[src/hdl/kmq_pkg.sv]
`timescale 1ns / 1ps

package kmq_pkg;

  // operation codes
  localparam logic [1:0] FUNC_SEND = 2'd0;
  localparam logic [1:0] FUNC_POLL = 2'd1;
  localparam logic [1:0] FUNC_GET  = 2'd2;

  // status codes
  localparam logic [2:0] ST_OK        = 3'd0;
  localparam logic [2:0] ST_NOT_FOUND = 3'd1;
  localparam logic [2:0] ST_TOO_SMALL = 3'd2;
  localparam logic [2:0] ST_INVALID   = 3'd3;
  localparam logic [2:0] ST_FULL      = 3'd4;

  localparam logic [15:0] MAX_LEN_RESET = 16'd4096;

  // match vector bits examined per scan cycle
  localparam int SCAN_CHUNK = 8;

  typedef struct packed {
    logic       ld_in;       // latch input transaction
    logic       cmp;         // compare all slots against key
    logic       scan;        // examine next chunk of matches
    logic       fetch;       // read matched entry
    logic       push;        // append at tail
    logic       remove;      // drop matched entry, close gap
    logic       rotate;      // move matched entry to head
    logic       out_load;    // load result register
    logic [2:0] res_status;
    logic       res_present;
    logic       res_take;    // return fetched handle/length
  } kmq_cmd_t;

  typedef struct packed {
    logic [1:0] func;
    logic       len_bad;
    logic       cap_bad;
    logic       full;
    logic       hit;
    logic       miss;
    logic       fits;
    logic       out_free;
  } kmq_sts_t;

endpackage

[src/hdl/kmq_ctrl.sv]
`timescale 1ns / 1ps

module kmq_ctrl (
  input  logic              clk,
  input  logic              rst,
  input  logic              in_valid,
  output logic              in_ready,
  input  kmq_pkg::kmq_sts_t sts,
  output kmq_pkg::kmq_cmd_t cmd
);
  import kmq_pkg::*;

  localparam logic [2:0] S_IDLE   = 3'd0;
  localparam logic [2:0] S_DECODE = 3'd1;
  localparam logic [2:0] S_SCAN   = 3'd2;
  localparam logic [2:0] S_FETCH  = 3'd3;
  localparam logic [2:0] S_CHECK  = 3'd4;
  localparam logic [2:0] S_RESP   = 3'd5;

  logic [2:0] state, state_next;
  logic [2:0] res_code, res_code_next;
  logic       res_present, res_present_next;
  logic       res_take, res_take_next;

  assign in_ready = (state == S_IDLE);

  always_comb begin
    cmd              = '0;
    state_next       = state;
    res_code_next    = res_code;
    res_present_next = res_present;
    res_take_next    = res_take;
    case (state)
      S_IDLE: begin
        if (in_valid) begin
          cmd.ld_in        = 1'b1;
          res_present_next = 1'b0;
          res_take_next    = 1'b0;
          state_next       = S_DECODE;
        end
      end
      S_DECODE: begin
        case (sts.func)
          FUNC_SEND: begin
            if (sts.len_bad) begin
              res_code_next = ST_INVALID;
            end else if (sts.full) begin
              res_code_next = ST_FULL;
            end else begin
              cmd.push      = 1'b1;
              res_code_next = ST_OK;
            end
            state_next = S_RESP;
          end
          FUNC_POLL: begin
            cmd.cmp    = 1'b1;
            state_next = S_SCAN;
          end
          FUNC_GET: begin
            if (sts.cap_bad) begin
              res_code_next = ST_INVALID;
              state_next    = S_RESP;
            end else begin
              cmd.cmp    = 1'b1;
              state_next = S_SCAN;
            end
          end
          default: begin
            res_code_next = ST_INVALID;
            state_next    = S_RESP;
          end
        endcase
      end
      S_SCAN: begin
        cmd.scan = 1'b1;
        if (sts.hit) begin
          if (sts.func == FUNC_POLL) begin
            res_code_next    = ST_OK;
            res_present_next = 1'b1;
            state_next       = S_RESP;
          end else begin
            state_next = S_FETCH;
          end
        end else if (sts.miss) begin
          res_code_next = (sts.func == FUNC_POLL) ? ST_OK : ST_NOT_FOUND;
          state_next    = S_RESP;
        end
      end
      S_FETCH: begin
        cmd.fetch  = 1'b1;
        state_next = S_CHECK;
      end
      S_CHECK: begin
        if (sts.fits) begin
          cmd.remove    = 1'b1;
          res_code_next = ST_OK;
          res_take_next = 1'b1;
        end else begin
          cmd.rotate    = 1'b1;
          res_code_next = ST_TOO_SMALL;
        end
        state_next = S_RESP;
      end
      S_RESP: begin
        if (sts.out_free) begin
          cmd.out_load = 1'b1;
          state_next   = S_IDLE;
        end
      end
      default: begin
        state_next = S_IDLE;
      end
    endcase
    cmd.res_status  = res_code;
    cmd.res_present = res_present;
    cmd.res_take    = res_take;
  end

  always_ff @(posedge clk) begin
    if (rst) begin
      state       <= S_IDLE;
      res_code    <= ST_OK;
      res_present <= 1'b0;
      res_take    <= 1'b0;
    end else begin
      state       <= state_next;
      res_code    <= res_code_next;
      res_present <= res_present_next;
      res_take    <= res_take_next;
    end
  end

  // queue is only modified from the states that own those operations
  a_push_in_decode: assert property (@(posedge clk) disable iff (rst)
    cmd.push |-> (state == S_DECODE) && !sts.full && !sts.len_bad)
    else $error("push outside decode or when full");

  a_modify_after_fetch: assert property (@(posedge clk) disable iff (rst)
    (cmd.remove || cmd.rotate) |-> $past(cmd.fetch))
    else $error("queue reorder without fetched entry");

  a_load_only_when_free: assert property (@(posedge clk) disable iff (rst)
    cmd.out_load |-> sts.out_free)
    else $error("result register overwritten");

endmodule

[src/hdl/kmq_dp.sv]
`timescale 1ns / 1ps

module kmq_dp #(
  parameter int QUEUE_DEPTH = 16
) (
  input  logic              clk,
  input  logic              rst,
  input  kmq_pkg::kmq_cmd_t cmd,
  output kmq_pkg::kmq_sts_t sts,
  input  logic              cfg_we,
  input  logic [15:0]       cfg_wdata,
  input  logic [1:0]        func,
  input  logic [31:0]       id,
  input  logic [31:0]       msg_handle,
  input  logic [15:0]       msg_len,
  input  logic [15:0]       capacity,
  output logic              out_valid,
  input  logic              out_ready,
  output logic [2:0]        status,
  output logic              present,
  output logic [31:0]       out_handle,
  output logic [15:0]       out_len
);
  import kmq_pkg::*;

  localparam int IW    = $clog2(QUEUE_DEPTH);
  localparam int OW    = $clog2(QUEUE_DEPTH + 1);
  localparam int CHUNK = (QUEUE_DEPTH < SCAN_CHUNK) ? QUEUE_DEPTH : SCAN_CHUNK;
  localparam int CIW   = $clog2(CHUNK);

  // latched transaction
  logic [1:0]  func_q;
  logic [31:0] id_q, handle_q;
  logic [15:0] len_q, cap_q;

  logic [15:0] max_len;
  logic [OW-1:0] occ;

  logic [31:0] slot_key    [QUEUE_DEPTH];
  logic [31:0] slot_handle [QUEUE_DEPTH];
  logic [15:0] slot_length [QUEUE_DEPTH];

  logic [QUEUE_DEPTH-1:0] mvec;
  logic [OW-1:0]          base;
  logic [IW-1:0]          pos;

  // fetched entry
  logic [31:0] ent_key, ent_handle;
  logic [15:0] ent_len;

  logic [CHUNK-1:0]       chunk;
  logic [QUEUE_DEPTH-1:0] rest;
  logic                   chunk_hit;

  function automatic logic [CIW-1:0] first_set(input logic [CHUNK-1:0] v);
    logic [CIW-1:0] r;
    r = '0;
    for (int i = CHUNK - 1; i >= 0; i--) begin
      if (v[i]) r = CIW'(i);
    end
    return r;
  endfunction

  assign chunk     = mvec[CHUNK-1:0];
  assign rest      = mvec >> CHUNK;
  assign chunk_hit = |chunk;

  assign sts.func     = func_q;
  assign sts.len_bad  = (len_q > max_len);
  assign sts.cap_bad  = (cap_q > max_len);
  assign sts.full     = (occ == OW'(QUEUE_DEPTH));
  assign sts.hit      = chunk_hit;
  assign sts.miss     = !chunk_hit && (rest == '0);
  assign sts.fits     = (ent_len <= cap_q);
  assign sts.out_free = !out_valid || out_ready;

  always_ff @(posedge clk) begin
    if (rst) begin
      max_len <= MAX_LEN_RESET;
    end else if (cfg_we) begin
      max_len <= cfg_wdata;
    end
  end

  always_ff @(posedge clk) begin
    if (rst) begin
      occ <= '0;
    end else if (cmd.push) begin
      occ <= occ + OW'(1);
    end else if (cmd.remove) begin
      occ <= occ - OW'(1);
    end
  end

  always_ff @(posedge clk) begin
    if (cmd.ld_in) begin
      func_q   <= func;
      id_q     <= id;
      handle_q <= msg_handle;
      len_q    <= msg_len;
      cap_q    <= capacity;
    end
  end

  // chunked priority scan of the match vector
  always_ff @(posedge clk) begin
    if (cmd.cmp) begin
      base <= '0;
    end else if (cmd.scan) begin
      if (chunk_hit) begin
        pos <= IW'(base + OW'(first_set(chunk)));
      end else begin
        base <= base + OW'(CHUNK);
      end
    end
  end

  always_ff @(posedge clk) begin
    if (cmd.fetch) begin
      ent_key    <= slot_key[pos];
      ent_handle <= slot_handle[pos];
      ent_len    <= slot_length[pos];
    end
  end

  // per-slot cells: compare, append, close gap, move to head
  for (genvar g = 0; g < QUEUE_DEPTH; g++) begin : g_cell
    logic [31:0] up_key, up_handle, dn_key, dn_handle;
    logic [15:0] up_len, dn_len;

    if (g < QUEUE_DEPTH - 1) begin : g_up
      assign up_key    = slot_key[g+1];
      assign up_handle = slot_handle[g+1];
      assign up_len    = slot_length[g+1];
    end else begin : g_up_end
      assign up_key    = slot_key[g];
      assign up_handle = slot_handle[g];
      assign up_len    = slot_length[g];
    end

    if (g > 0) begin : g_dn
      assign dn_key    = slot_key[g-1];
      assign dn_handle = slot_handle[g-1];
      assign dn_len    = slot_length[g-1];
    end else begin : g_dn_head
      assign dn_key    = ent_key;
      assign dn_handle = ent_handle;
      assign dn_len    = ent_len;
    end

    always_ff @(posedge clk) begin
      if (cmd.push && (occ == OW'(g))) begin
        slot_key[g]    <= id_q;
        slot_handle[g] <= handle_q;
        slot_length[g] <= len_q;
      end else if (cmd.remove && (IW'(g) >= pos)) begin
        slot_key[g]    <= up_key;
        slot_handle[g] <= up_handle;
        slot_length[g] <= up_len;
      end else if (cmd.rotate && (IW'(g) <= pos)) begin
        slot_key[g]    <= dn_key;
        slot_handle[g] <= dn_handle;
        slot_length[g] <= dn_len;
      end
    end

    always_ff @(posedge clk) begin
      if (cmd.cmp) begin
        mvec[g] <= (slot_key[g] == id_q) && (OW'(g) < occ);
      end else if (cmd.scan) begin
        mvec[g] <= rest[g];
      end
    end
  end

  always_ff @(posedge clk) begin
    if (rst) begin
      out_valid <= 1'b0;
    end else if (cmd.out_load) begin
      out_valid <= 1'b1;
    end else if (out_ready) begin
      out_valid <= 1'b0;
    end
  end

  always_ff @(posedge clk) begin
    if (cmd.out_load) begin
      status     <= cmd.res_status;
      present    <= cmd.res_present;
      out_handle <= cmd.res_take ? ent_handle : 32'd0;
      out_len    <= cmd.res_take ? ent_len : 16'd0;
    end
  end

  a_occ_bound: assert property (@(posedge clk) disable iff (rst)
    occ <= OW'(QUEUE_DEPTH))
    else $error("occupancy above depth");

  a_remove_dec: assert property (@(posedge clk) disable iff (rst)
    cmd.remove |=> occ == $past(occ) - OW'(1))
    else $error("remove did not shrink queue");

  a_match_in_range: assert property (@(posedge clk) disable iff (rst)
    cmd.fetch |-> (OW'(pos) < occ))
    else $error("matched slot beyond occupancy");

endmodule

[src/hdl/keyed_message_queue.sv]
`timescale 1ns / 1ps
// Keyed message queue: ordered queue of (id, handle, length) with keyed get.
// Send and rejected ops skip the scan; poll and get scan the match vector in
// chunks of 8 slots, and a get on a hit then fetches and modifies the entry.
// One transaction in flight: the next is taken once the result is loaded.
// Sync reset: queue empty, max_len = 4096, no result pending; no memory clearing pass.

module keyed_message_queue #(
  parameter int QUEUE_DEPTH = 16
) (
  input  logic        clk,
  input  logic        rst,
  // configuration: max_len
  input  logic        cfg_we,
  input  logic [15:0] cfg_wdata,
  // request channel
  input  logic        in_valid,
  output logic        in_ready,
  input  logic [1:0]  func,
  input  logic [31:0] id,
  input  logic [31:0] msg_handle,
  input  logic [15:0] msg_len,
  input  logic [15:0] capacity,
  // response channel
  output logic        out_valid,
  input  logic        out_ready,
  output logic [2:0]  status,
  output logic        present,
  output logic [31:0] out_handle,
  output logic [15:0] out_len
);
  import kmq_pkg::*;

  // Controller sequences each request transaction:
  //   decode -> (compare all slots) -> chunked priority scan -> fetch -> modify
  // Datapath holds the slot cells, occupancy, max_len and the result register.
  // The result register frees the controller: a new request is taken while the
  // previous response still waits on out_ready.
  kmq_cmd_t cmd;
  kmq_sts_t sts;

  kmq_ctrl u_ctrl (
    .clk      (clk),
    .rst      (rst),
    .in_valid (in_valid),
    .in_ready (in_ready),
    .sts      (sts),
    .cmd      (cmd)
  );

  kmq_dp #(
    .QUEUE_DEPTH (QUEUE_DEPTH)
  ) u_dp (
    .clk        (clk),
    .rst        (rst),
    .cmd        (cmd),
    .sts        (sts),
    .cfg_we     (cfg_we),
    .cfg_wdata  (cfg_wdata),
    .func       (func),
    .id         (id),
    .msg_handle (msg_handle),
    .msg_len    (msg_len),
    .capacity   (capacity),
    .out_valid  (out_valid),
    .out_ready  (out_ready),
    .status     (status),
    .present    (present),
    .out_handle (out_handle),
    .out_len    (out_len)
  );

endmodule
[config.mk]
export PLATFORM = sky130hd
export DESIGN_NAME = keyed_message_queue
export DESIGN_NICKNAME = d
export VERILOG_FILES = /design/src/hdl/kmq_pkg.sv /design/src/hdl/kmq_ctrl.sv /design/src/hdl/kmq_dp.sv /design/src/hdl/keyed_message_queue.sv
export SDC_FILE = /design/constraint.sdc
export NUM_CORES = 2
export LEC_CHECK = 0
export BUFFER_PORTS_ARGS = -buffer_cell sky130_fd_sc_hd__buf_2
export CAP_MARGIN = 20
export CORE_UTILIZATION = 55
export CTS_BUF_LIST = sky130_fd_sc_hd__clkbuf_16
export CTS_CLUSTER_SIZE = 12
export DETAILED_ROUTE_END_ITERATION = 16
export PLACE_DENSITY = 0.71
export SYNTH_ARGS = -nofsm -noshare
export SYNTH_HDL_FRONTEND = slang
export SYNTH_HIERARCHICAL = 1
export SYNTH_SLANG_ARGS = --single-unit
[constraint.sdc]
create_clock -name clk -period 26 [get_ports clk]
set_input_delay 2.6 -clock clk [delete_from_list [all_inputs] [get_ports clk]]
set_output_delay 2.6 -clock clk [all_outputs]
set_load 0.02 [all_outputs]
After elaboration in Yosys (flattened, before gate mapping)
Memories as Yosys holds them, arrays and structs flattened. A register that Yosys moved wholly into a read port is not among the register bits.
Index checks and enable logic that the tools add are counted.
{"block": "word_totals", "reg_bits": 205, "latchBits": 0, "ram_bits": 1280, "romBits": 0, "out_inout_bits": 54, "word_cells": 643, "memories": 3}
{"name": "u_dp.slot_handle", "words": 16, "width": 32, "rd": 17, "rd_ports_with_merged_regs": 1, "write_ports": 16, "line": "kmq_dp.sv:40", "rtl": "logic [31:0] slot_handle [QUEUE_DEPTH];"}
{"name": "u_dp.slot_key", "words": 16, "width": 32, "rd": 17, "rd_ports_with_merged_regs": 1, "write_ports": 16, "line": "kmq_dp.sv:39", "rtl": "logic [31:0] slot_key [QUEUE_DEPTH];"}
{"name": "u_dp.slot_length", "words": 16, "width": 16, "rd": 17, "rd_ports_with_merged_regs": 1, "write_ports": 16, "line": "kmq_dp.sv:41", "rtl": "logic [15:0] slot_length [QUEUE_DEPTH];"}
{"block": "op_classes", "addsub": 4, "n_mul": 0, "n_div": 0, "magnitude_cmp": 51, "n_eq_ne": 48, "shift": 0, "n_mux": 320, "n_bitwise": 98, "n_reduce_logical": 85}
{"cell": "2-to-1 mux 32 bit", "n": 64}
{"cell": "== test 32 bit", "n": 16}
{"cell": "2-to-1 mux 16 bit", "n": 32}
{"cell": "2-to-1 mux 1 bit", "n": 190}
{"cell": "bitwise OR 1 bit", "n": 96}
{"cell": "2-to-1 mux 3 bit", "n": 23}
{"cell": "logical AND 1 bit", "n": 65}
{"cell": "== test 5 x 4 -> 1 bit (second input constant)", "n": 8}
{"cell": "< comparator 4 x 5 -> 1 bit (first input constant)", "n": 8}
{"cell": ">= comparator 4 bit (first input constant)", "n": 8}
{"cell": "greater-than comparator 16 bit", "n": 2}
{"cell": "less-or-equal comparator 4 bit (first input constant)", "n": 8}
{"cell": "== test 5 x 3 -> 1 bit (second input constant)", "n": 4}
{"cell": "< comparator 3 x 5 -> 1 bit (first input constant)", "n": 4}
{"cell": "case mux 3 bit (3 select lines)", "n": 2}
{"cell": "case mux 3 bit (6 select lines)", "n": 1}
{"cell": ">= comparator 3 x 4 -> 1 bit (first input constant)", "n": 4}
{"cell": "less-or-equal comparator 16 bit", "n": 1}
{"cell": "less-or-equal comparator 3 x 4 -> 1 bit (first input constant)", "n": 4}
{"cell": "logical NOT 16 bit", "n": 1}
{"cell": "== test 5 x 2 -> 1 bit (second input constant)", "n": 2}
{"cell": "< comparator 1 x 5 -> 1 bit (first input constant)", "n": 2}
{"cell": "< comparator 2 x 5 -> 1 bit (first input constant)", "n": 2}
{"cell": "2-to-1 mux 5 bit", "n": 2}
{"cell": "other kinds (35)", "n": 57}

Longest topological paths before layout
{"block": "logic_depth", "ltp_word": 12, "ltp_mapped": 18}

By module
Netlist, hierarchy kept.
{"module": "kmq_dp", "instances": 1, "cells_each": 7747, "area_each_um2": 91073.6}
{"module": "kmq_ctrl", "instances": 1, "cells_each": 85, "area_each_um2": 679.4}

Worst setup path after synthesis
OpenSTA, ideal clock, no wires.
{"block": "synth_path", "path_type": "reg-to-reg", "start": "register u_dp.ent_len[5] (read register of u_dp.slot_length)", "end": "memory u_dp.slot_handle[1][0], enable pin", "setup_ns": 0.792, "arrival_ns": 11.155, "slack_ns": 14.053, "stages_incl_launch_ff": 11, "synth_period_minus_slack_ns": 11.947, "cell_sequence": "edfxtp_1 ha_1 a21o_1 a21oi_1 nor2b_1 o31ai_1 a22o_1 and3_1 nand2b_1 clkbuf_1 o311ai_0"}
{"element": "from (decl)", "line": "kmq_dp.sv:49", "rtl": "logic [15:0] ent_len;"}
{"element": "to (decl)", "line": "kmq_dp.sv:40"}

==> metrics <==
DIE WIDTH=410.4 um; TNS Setup=0 ns; drt total wl=329700 um; Nets=7796; failing checks=design-rule violations; mean number of vias per cell=7.002; cell internal pwr=4.569 mW; Hold Path Class=flip-flop to flip-flop; total power=6.413 mW; worst hold slack=0.4318 ns; Distinct cells, synth=71; TritonRoute pass-1 iters=14; Buffers on Ports=172; Starting Density=0.5549; synth warn=6; fin crit period=6.613 ns; reg2reg setup slack=19.39 ns; vias in the first global route=65830; sequential share of power=0.482; Critical Setup Path Class=flip-flop to flip-flop; global router's overall resource usage=0.3858; utilization after layout=0.5988; VDD IR max=63.10 uV; Mapped Nets=8008; Netlist Area Pre-Place=91750 sq um; # placed instances=9631; core area=165400 sq um; Post-CTS Resized=0; CTS tree=done; Synth top cells by count=edfxtp_1, mux2i_1, nand2_1; initial antenna violation count=11; Setup Viol. Count Final=0; worst-path cell chain=ha_1 > nand4_1 > nor2_1 > o31ai_1 > a21oi_1 > nand2b_1 > nor3_1 > clkbuf_4 > nor2b_1 > nand3_1 > nor2b_4 > buf_4 > buf_4 > mux2i_1 > o21ai_0; Avg Inst Size Synth=11.72 sq um; worst skew pair latency=0.86 ns; Critical Path End=u_dp/slot_key[0][0]; Comb power frac=0.158; global-route wire length before repair=470200 um; crit share post-route=0.2544; Startpoint Class=flip-flop; synth top area cells=edfxtp_1, mux2i_1, mux4_2; post-CTS setup buffer count=0; post-route cell area=99010 sq um; status=finished with violations; FF-to-FF End=u_dp/slot_key[0][0]; Final Hold Violating Endpoints=0; DPL Wire Length=201600 um; fmax=0.1512 GHz; Core Rows=149; WL per Instance=33.20 um; Vert. Die Dim=410.4 um; slowest CP cell=buf_4; Worst Skew=0.04408 ns; Post-route DRC=2; Finished Layout Cells=9932; PnR worst setup slack=19.39 ns; total leakage power=35.59 nW; register area share after synthesis=0.5075; critical path peak fanout=35; unrepaired setup endpoints after global routing=no; fraction of layout cells with a size suffix above 1=0.1317; Cells after Synth=7832; RePlAce Congestion=1.103; CTS buffer count=170; reg-to-reg startpoint=u_dp/len_q[15]; DRT iter0 DRCs=11516; Least-Margin Pin Slew=1.321 ns; Clock Pin Slew Worst Setup and Hold Paths=0.06 ns; most frequent cell after synthesis=edfxtp_1; Clock Sinks=1561; Hold Buf Count CTS=0; Sw Share=0.2876; MaxCap Viol Count=0; FF-to-FF path depth=15; fin. max-slew vios=0; pin count of the biggest net entering global routing=132; WP data required=26.55 ns; Post-synth top flop=edfxtp_1; Async SR Flop Fraction=0; dpl ws=19.14 ns; CTS root buf=clkbuf_16; I/O pin count=173; Slew headroom=0.1112; EDFF count, synth=1530; crit path DAT=7.16 ns; grt ovf=0; Yosys reg bits=1561; Switching Power=1.844 mW; Yosys top cell area share=0.5007; cell area power density=64.77 nW/um^2; Post-Place Cell Area=93880 sq um; clock share of power=0.360; DIE AREA=168500 sq um; Area Overhead vs Synth=7.911%; H-tree depth=4; via count=69544; crit path from=u_dp/len_q[15]; Yosys top cell by area=edfxtp_1; Max Buffers Root-to-Sink=3; kind of end point of the critical path=flip-flop; Worst path most repeated cell=buf_4; Routed Antenna Nets=0; Crit path largest cell delay=0.98 ns
## power groups by stage
stage | Clock, mW | Combinational, mW | Sequential, mW
3_5_place_dp | 0 | 0.968 | 3.14
6_report | 2.31 | 1.01 | 3.09
5_1_grt | 2.40 | 1.06 | 3.10
4_1_cts | 2.32 | 0.972 | 3.09
2_1_floorplan | 0 | 0.665 | 3.09
3_3_place_gp | 0 | 0.940 | 3.13
## worst max-delay path: cells and delay by family (launching register included)
| family | cells | cell delay, ns |
|---|---|---|
| flops | 1 | 0.70 |
| buf+inv | 3 | 2.04 |
| compound gates | 3 | 0.62 |
| simple gates | 7 | 2.14 |
| fa+ha+maj | 1 | 0.46 |
| mux | 1 | 0.27 |
## cell type report
class,instances,area (sq um)
tap,2189,2739
clock inverter,118,758.2
fill,13089,66350
antenna,4,10.01
sequential,1561,46570
inverter,57,216.5
clock buffer,173,4329
timing repair buffer,349,2242
multi-input combinational,5481,42150
## how the worst min path moves through the flow
stage,to,start,slack (ns),depth (start not counted)
after floorplan,u_dp/status[1],u_ctrl/res_code[1],0.41,0
after global placement,u_dp/status[2],u_ctrl/res_code[2],0.42,0
after detailed placement,u_dp/status[2],u_ctrl/res_code[2],0.42,0
after CTS,u_dp/status[1],u_ctrl/res_code[1],0.44,0
after global routing,u_dp/status[1],u_ctrl/res_code[1],0.46,0
final,u_dp/status[1],u_ctrl/res_code[1],0.43,0
## layer usage
layer	GRT usage	part of all wire
met2	0.5617	0.43
met5	0	0.00011
met1	0.5150	0.36
met4	0.2243	0.069
met3	0.1101	0.14
## registers in the layout, summed over array words and instances (netlist names), 32 cells and up
name and count:
u_dp/slot_handle 512, u_dp/slot_key 512, u_dp/slot_length 256, u_dp/ent_handle 32, u_dp/ent_key 32, u_dp/handle_q 32, u_dp/id_q 32, u_dp/out_handle 32
## cells in the final DEF, fill, tap and decap left out, drive strengths merged, types with 87 or more instances in the layout
master,synthesis,final
a211oi,87,87
mux2i,1289,1289
o21ai,818,818
edfxtp,1530,1530
nand2,830,830
xnor2,164,164
clkbuf,361,174
and2,132,132
nor2,457,457
a21oi,522,522
nor4,97,97
inv,56,111
mux4,320,320
buf,372,348
xor2,352,352
## cells by family (layout without fill, tap and decap cells)
kind of cell / count (synthesis) / count (layout) / synth area share
other cells: 0 / 4 / 0
simple gates: 1714 / 1714 / 0.08162
flops: 1561 / 1561 / 0.5075
compound gates: 1505 / 1505 / 0.08768
xor+xnor: 516 / 516 / 0.04926
buf+inv: 790 / 697 / 0.03719
fa+ha+maj: 57 / 57 / 0.007773
mux: 1689 / 1689 / 0.2290
No activity file was read; power rests on OpenSTA's default activity.
